### src/hdl/crse_pkg.sv
// ----------------------------------------------------------------------------
// crse_pkg: shared types, constants and helpers
// Point layout, sequencer states, datapath widths and rounding/saturation
// functions for the Catmull-Rom spline evaluator.
// ----------------------------------------------------------------------------
package crse_pkg;

  localparam int MAX_POINTS = 64;
  localparam int MIDX_W     = $clog2(MAX_POINTS);
  localparam int NW         = $clog2(MAX_POINTS + 1);
  localparam int T_W        = 17;
  localparam int OW         = 40;           // multiplier operand width
  localparam int PW         = OW + T_W + 1; // product width
  localparam int SC_W       = T_W + NW;     // t * segments

  localparam logic [T_W-1:0] T_ONE = T_W'(65536);

  // register indexes
  localparam logic [1:0] REG_POINT_COUNT = 2'd0;
  localparam logic [1:0] REG_CLOSED_LOOP = 2'd1;
  localparam logic [1:0] REG_INTERP_MODE = 2'd2;

  // sample kinds
  localparam logic [1:0] KIND_EMPTY  = 2'd0;
  localparam logic [1:0] KIND_SINGLE = 2'd1;
  localparam logic [1:0] KIND_CURVE  = 2'd2;

  localparam logic FUNC_WRITE = 1'b0;
  localparam logic FUNC_EVAL  = 1'b1;

  typedef struct packed {
    logic signed [31:0] x;
    logic signed [31:0] y;
    logic signed [31:0] z;
    logic signed [15:0] roll;
  } point_t;

  typedef enum logic [2:0] {
    ST_IDLE,
    ST_SEG,
    ST_SPLIT,
    ST_FETCH,
    ST_CALC,
    ST_EMIT
  } state_t;

  // floor(p / 2^16 + 1/2)
  function automatic logic signed [OW-1:0] rnd16(input logic signed [PW-1:0] p);
    logic signed [PW-1:0] w;
    w = p + PW'(32768);
    return w[16 +: OW];
  endfunction

  // floor(v / 2 + 1/2)
  function automatic logic signed [OW:0] rnd1(input logic signed [OW:0] v);
    logic signed [OW:0] w;
    w = v + (OW+1)'(1);
    return w >>> 1;
  endfunction

  function automatic logic signed [31:0] sat32(input logic signed [OW:0] v);
    if (v > (OW+1)'(64'sh7FFF_FFFF)) return 32'sh7FFF_FFFF;
    if (v < -(OW+1)'(64'sh8000_0000)) return 32'sh8000_0000;
    return v[31:0];
  endfunction

  function automatic logic signed [15:0] sat16(input logic signed [OW:0] v);
    if (v > (OW+1)'(32767)) return 16'sh7FFF;
    if (v < -(OW+1)'(32768)) return 16'sh8000;
    return v[15:0];
  endfunction

endpackage

### src/hdl/crse_mul.sv
// ----------------------------------------------------------------------------
// crse_mul: shared multiplier
// Signed operand times unsigned local t, product registered.
// ----------------------------------------------------------------------------
module crse_mul (
  input  logic                              clk,
  input  logic                              en,
  input  logic signed [crse_pkg::OW-1:0]    op,
  input  logic [crse_pkg::T_W-1:0]          t,
  output logic signed [crse_pkg::PW-1:0]    prod
);

  always_ff @(posedge clk) begin
    if (en) begin
      prod <= op * $signed({1'b0, t});
    end
  end

endmodule

### config.mk
export PLATFORM = sky130hd
export DESIGN_NAME = crse_mul
export DESIGN_NICKNAME = d
export VERILOG_FILES = /design/src/hdl/crse_pkg.sv /design/src/hdl/crse_mul.sv
export SDC_FILE = /design/constraint.sdc
export NUM_CORES = 2
export LEC_CHECK = 0
export ABC_AREA = 1
export BUFFER_PORTS_ARGS = -buffer_cell sky130_fd_sc_hd__buf_2
export CORE_AREA = 3 3 218 220
export DETAILED_ROUTE_END_ITERATION = 7
export DIE_AREA = 0 0 221 223
export GPL_TIMING_DRIVEN = 0
export PLACE_DENSITY = 0.77
export RECOVER_POWER = 25
export SLEW_MARGIN = 20
export SYNTH_ARGS = -nofsm -noshare
export SYNTH_HDL_FRONTEND = slang
export SYNTH_SLANG_ARGS = --single-unit
### constraint.sdc
create_clock -name clk -period 6.49 [get_ports clk]
set_input_delay 0 -clock clk [delete_from_list [all_inputs] [get_ports clk]]
set_output_delay 0 -clock clk [all_outputs]
set_load 0.1 [all_outputs]
======== Word-level counts from Yosys, hierarchy flattened ========
Cells that the tools add are included.
operators by class
  multiply operators ...................... 1
operators by type and width
  cell                          count
  multiplier 40 x 18 -> 58 bit  1
word-level totals
  input port bits ......................... 59
  output and inout bits ................... 58
  logic and storage cells ................. 2
  flip-flop bits (word level) ............. 58

======== Depth between registers and ports, before layout ========
  word-level depth ........................ 1
  depth in mapped cells ................... 29
  mapped depth without buffers ............ 27

======== Worst setup path before layout ========
Ideal clock, no wire load.
  path type ............................... input to register
  from .................................... in op[39] in the netlist's numbering
  to ...................................... reg prod[57] in the netlist's numbering, data pin
  cell stages on the path ................. 22
  setup slack ............................. 1.108 ns
  library setup time ...................... 0.252 ns
  arrival ................................. 5.130 ns
  cell sequence ........................... clkbuf_1 > clkbuf_1 > nand2_1 > fa_1 > inv_1 > fa_1 > inv_1 > fa_1 > fa_1 > fa_1 > fa_1 > inv_1 > ha_1 > nand2_1 > inv_1 > nand2_1 > nor3_1 > nand2_1 > nor2_1 > nand2_1 > nand3_1 > nand2_1
between the ends
  cells in the longest elaborated chain, start to end .. 1
ends and longest elaborated chain
  element                       RTL line        source
  start, declared               crse_mul.sv:8   input logic signed [crse_pkg::OW-1:0] op,
  multiplier 40 x 18 -> 58 bit  crse_mul.sv:15  prod <= op * $signed({1'b0, t});
  end signal, assigned          crse_mul.sv:15
  end, declared                 crse_mul.sv:10  output logic signed [crse_pkg::PW-1:0] prod
No other way between the ends.
A chain may end at the register's enable or synchronous reset.

======== Final worst setup path ========
  from .................................... in t[0] in the netlist's numbering
  to ...................................... reg prod[55] in the netlist's numbering, data pin
between the ends
  cells in the longest elaborated chain, start to end .. 1
ends and longest elaborated chain
  element                       RTL line        source
  start, declared               crse_mul.sv:9   input logic [crse_pkg::T_W-1:0] t,
  multiplier 40 x 18 -> 58 bit  crse_mul.sv:15
No other way between the ends.

==> impl_results.md <==
* Layout cell share with drive strength beyond 1 at 0.03172
* Primary FF master, synth: edfxtp_1
* FFs w/ async S/R, synth at 0
* Iteration-0 DRC Markers at 1823
* Critical path arrival at 6.31 ns
* Number of global-route vias before repair at 23440
* Period minus WS final at 6.209 ns
* Final Setup Violations at 0
* CTS clk-pin slew, worst paths at 0.06 ns
* Post-CTS setup buffer count at 0
* Setup tns final at 0 ns
* Max cap viols at 1
* Distinct cells, synth at 28
* Worst-Margin Slew at 3.215 ns
* First-pass detailed-route iteration total at 6
* CP cell instances: clkbuf_1, nand2_1, inv_1, fa_1, fa_1, inv_1, fa_1, inv_1, fa_1, inv_1, fa_1, inv_1, ha_1, nand2_1, inv_1, nand2_1, nor3_1, and3_1, nand2_1, nand4_1, nand2_1
* Worst setup endpoint: prod[55]$_DFFE_PP_
* Hold Vio Cnt, Final at 0
* Critical path peak fanout at 10
* CP Capture Type: register
* Row count at 78
* CTS sink count at 58
* Dpl hpwl at 66.91 mm
* Synthesized cell area at 27440 µm²
* Crit. Startpoint: t[0]
* Hold crit path type: primary input to register
* Top cell type by total area after synthesis: fa_1
* Classification of the worst setup path: primary input to register
* Buffers added on ports at 59
* Status: finished with violations
* WL final at 78.36 mm
* Failing checks: max-capacitance violations, max-slew violations
* First-pass GRT wire length at 124.9 mm
* Top delay family on crit path: adder cells
* Register area share after synthesis at 0.06347
* Mapped Nets at 4511
* Largest net degree at the start of global routing at 59
* Tcrit/Tclk final at 0.9568
* YS warnings at 0
* Area contributors post-synth: fa_1 (47%), inv_1 (17%), nand2_1 (16%)
* #FFs+latches synth at 58
* IO Count at 117
* Wire per inst at 18.00 µm
* Number of synthesized flops with an enable pin at 58
* Core region area at 45480 µm²
* Post-route ant nets at 0
* Setup repair after global routing missed its margin: false
* CTS tree: done
* Htree depth at 3
* Slew Viols, Final at 59
* Synth top area share at 0.4676
* Critical path launch point type: primary input
* Cts bufs inserted at 9
* Required time of the critical path at 6.59 ns
* Initial core utilization at 0.6034
* Fin nets at 4581
* Initial antenna violation count at 1
* Max FFs per register at 58
* CP max-delay cell: fa_1
* Slowest Stage Delay on Critical Path at 0.91 ns
* DRC Markers at 0
* Clk buf depth at 2
* Die footprint at 49280 µm²
* CP most frequent cell: inv_1
* Fmax at 161.0 MHz
* Root buffer cell: clkbuf_16
* PostCTS Resize Cnt at 0
* Top-count cell post-synth: inv_1
* Cells after synthesis at 3677
* CP Buf/Inv Count at 7
* Vias at 22460
* Synthesis-to-finish area growth at 5.084%
* Filler instances at 4196
* Total grt overflow at 0
* Die height at 223 µm
* Most flops, register: prod
* Die W at 221 µm
* All-layer global routing usage at 0.3295
* Gpl congestion at 0.9963
* Top flop regs: prod x58
* Vias per cell at 5.160
* # hold bufs at CTS at 0
* Stages on the worst setup path at 21
* Avg Cell Area, Syn at 7.463 µm²
* Diode count at 0
* Most common library cells after synthesis: inv_1 (1260), nand2_1 (1152), fa_1 (641)
* Headroom to the max-slew limit at -1.144
final cells by class:
type                    instances  area (µm²)  share of cell area
well taps                     600       750.7             0.02603
multi-input cells            2200       20370              0.7065
repair buffers                 59       294.0             0.01020
clock inverters                 7       125.1            0.004339
inverters                    1271        4771              0.1654
flip-flops and latches         58        1742             0.06040
plain buffers                 148       555.5             0.01926
clock buffers                   9       225.2            0.007810
per-layer routing:
metal | vias to the layer above | track usage | share of wire
li1 | 10150 | - | -
met1 | 10840 | 0.4035 | 0.36
met2 | 1180 | 0.5528 | 0.47
met3 | 295 | 0.06816 | 0.10
met4 | 0 | 0.1759 | 0.065
met5 | - | 0 | 0
cells in the final DEF, fill, tap and decap left out, drive strengths merged, types with 4 or more instances in the layout:
cell    count
inv      1272
nand2    1159
fa        641
clkbuf    158
ha        134
nor2       84
buf        58
edfxtp     58
nand3      53
a21oi      40
xor2       22
nand4      21
nor3       11
xnor2       9
o21bai      8
o21ai       6
and2        4
kinds of logic (layout without fill, tap and decap cells):
kind of cell,after synthesis,after routing,share of synthesized area
xor+xnor,31,31,0.009894
fa+ha+maj,775,775,0.5287
buf+inv,1419,1494,0.1941
flops,58,58,0.06347
simple gates,1337,1337,0.1924
compound gates,57,57,0.01140
stage by stage:
stage | util | hold WS, ns | area, µm² | std cells | worst slack, ns
floorplan | - | 0.1125 | 27440 | 3677 | 1.108
detailed placement | 0.6265 | 0.4933 | 28490 | 4336 | 0.1405
global placement | 0.6264 | 0.4891 | 28490 | 4336 | 0.09644
finish | 0.6341 | 0.1463 | 28840 | 4352 | 0.2806
global route | 0.6341 | 0.1691 | 28840 | 4352 | 0.04491
CTS | 0.6342 | 0.1297 | 28840 | 4352 | 0.4530
how the worst min path moves through the flow:
stage          startpoint           endpoint  slack [ns]  cells after the start
2_1_floorplan          en  prod[0]$_DFFE_PP_        0.11                      0
3_3_place_gp        op[0]  prod[0]$_DFFE_PP_        0.49                      3
3_5_place_dp        op[0]  prod[0]$_DFFE_PP_        0.49                      3
4_1_cts             op[0]  prod[0]$_DFFE_PP_        0.13                      3
5_1_grt             op[0]  prod[0]$_DFFE_PP_        0.17                      3
6_report            op[0]  prod[0]$_DFFE_PP_        0.15                      3
Power is not shown: default switching activity piles up to over one toggle a cycle in this logic, so the estimate is an artifact.
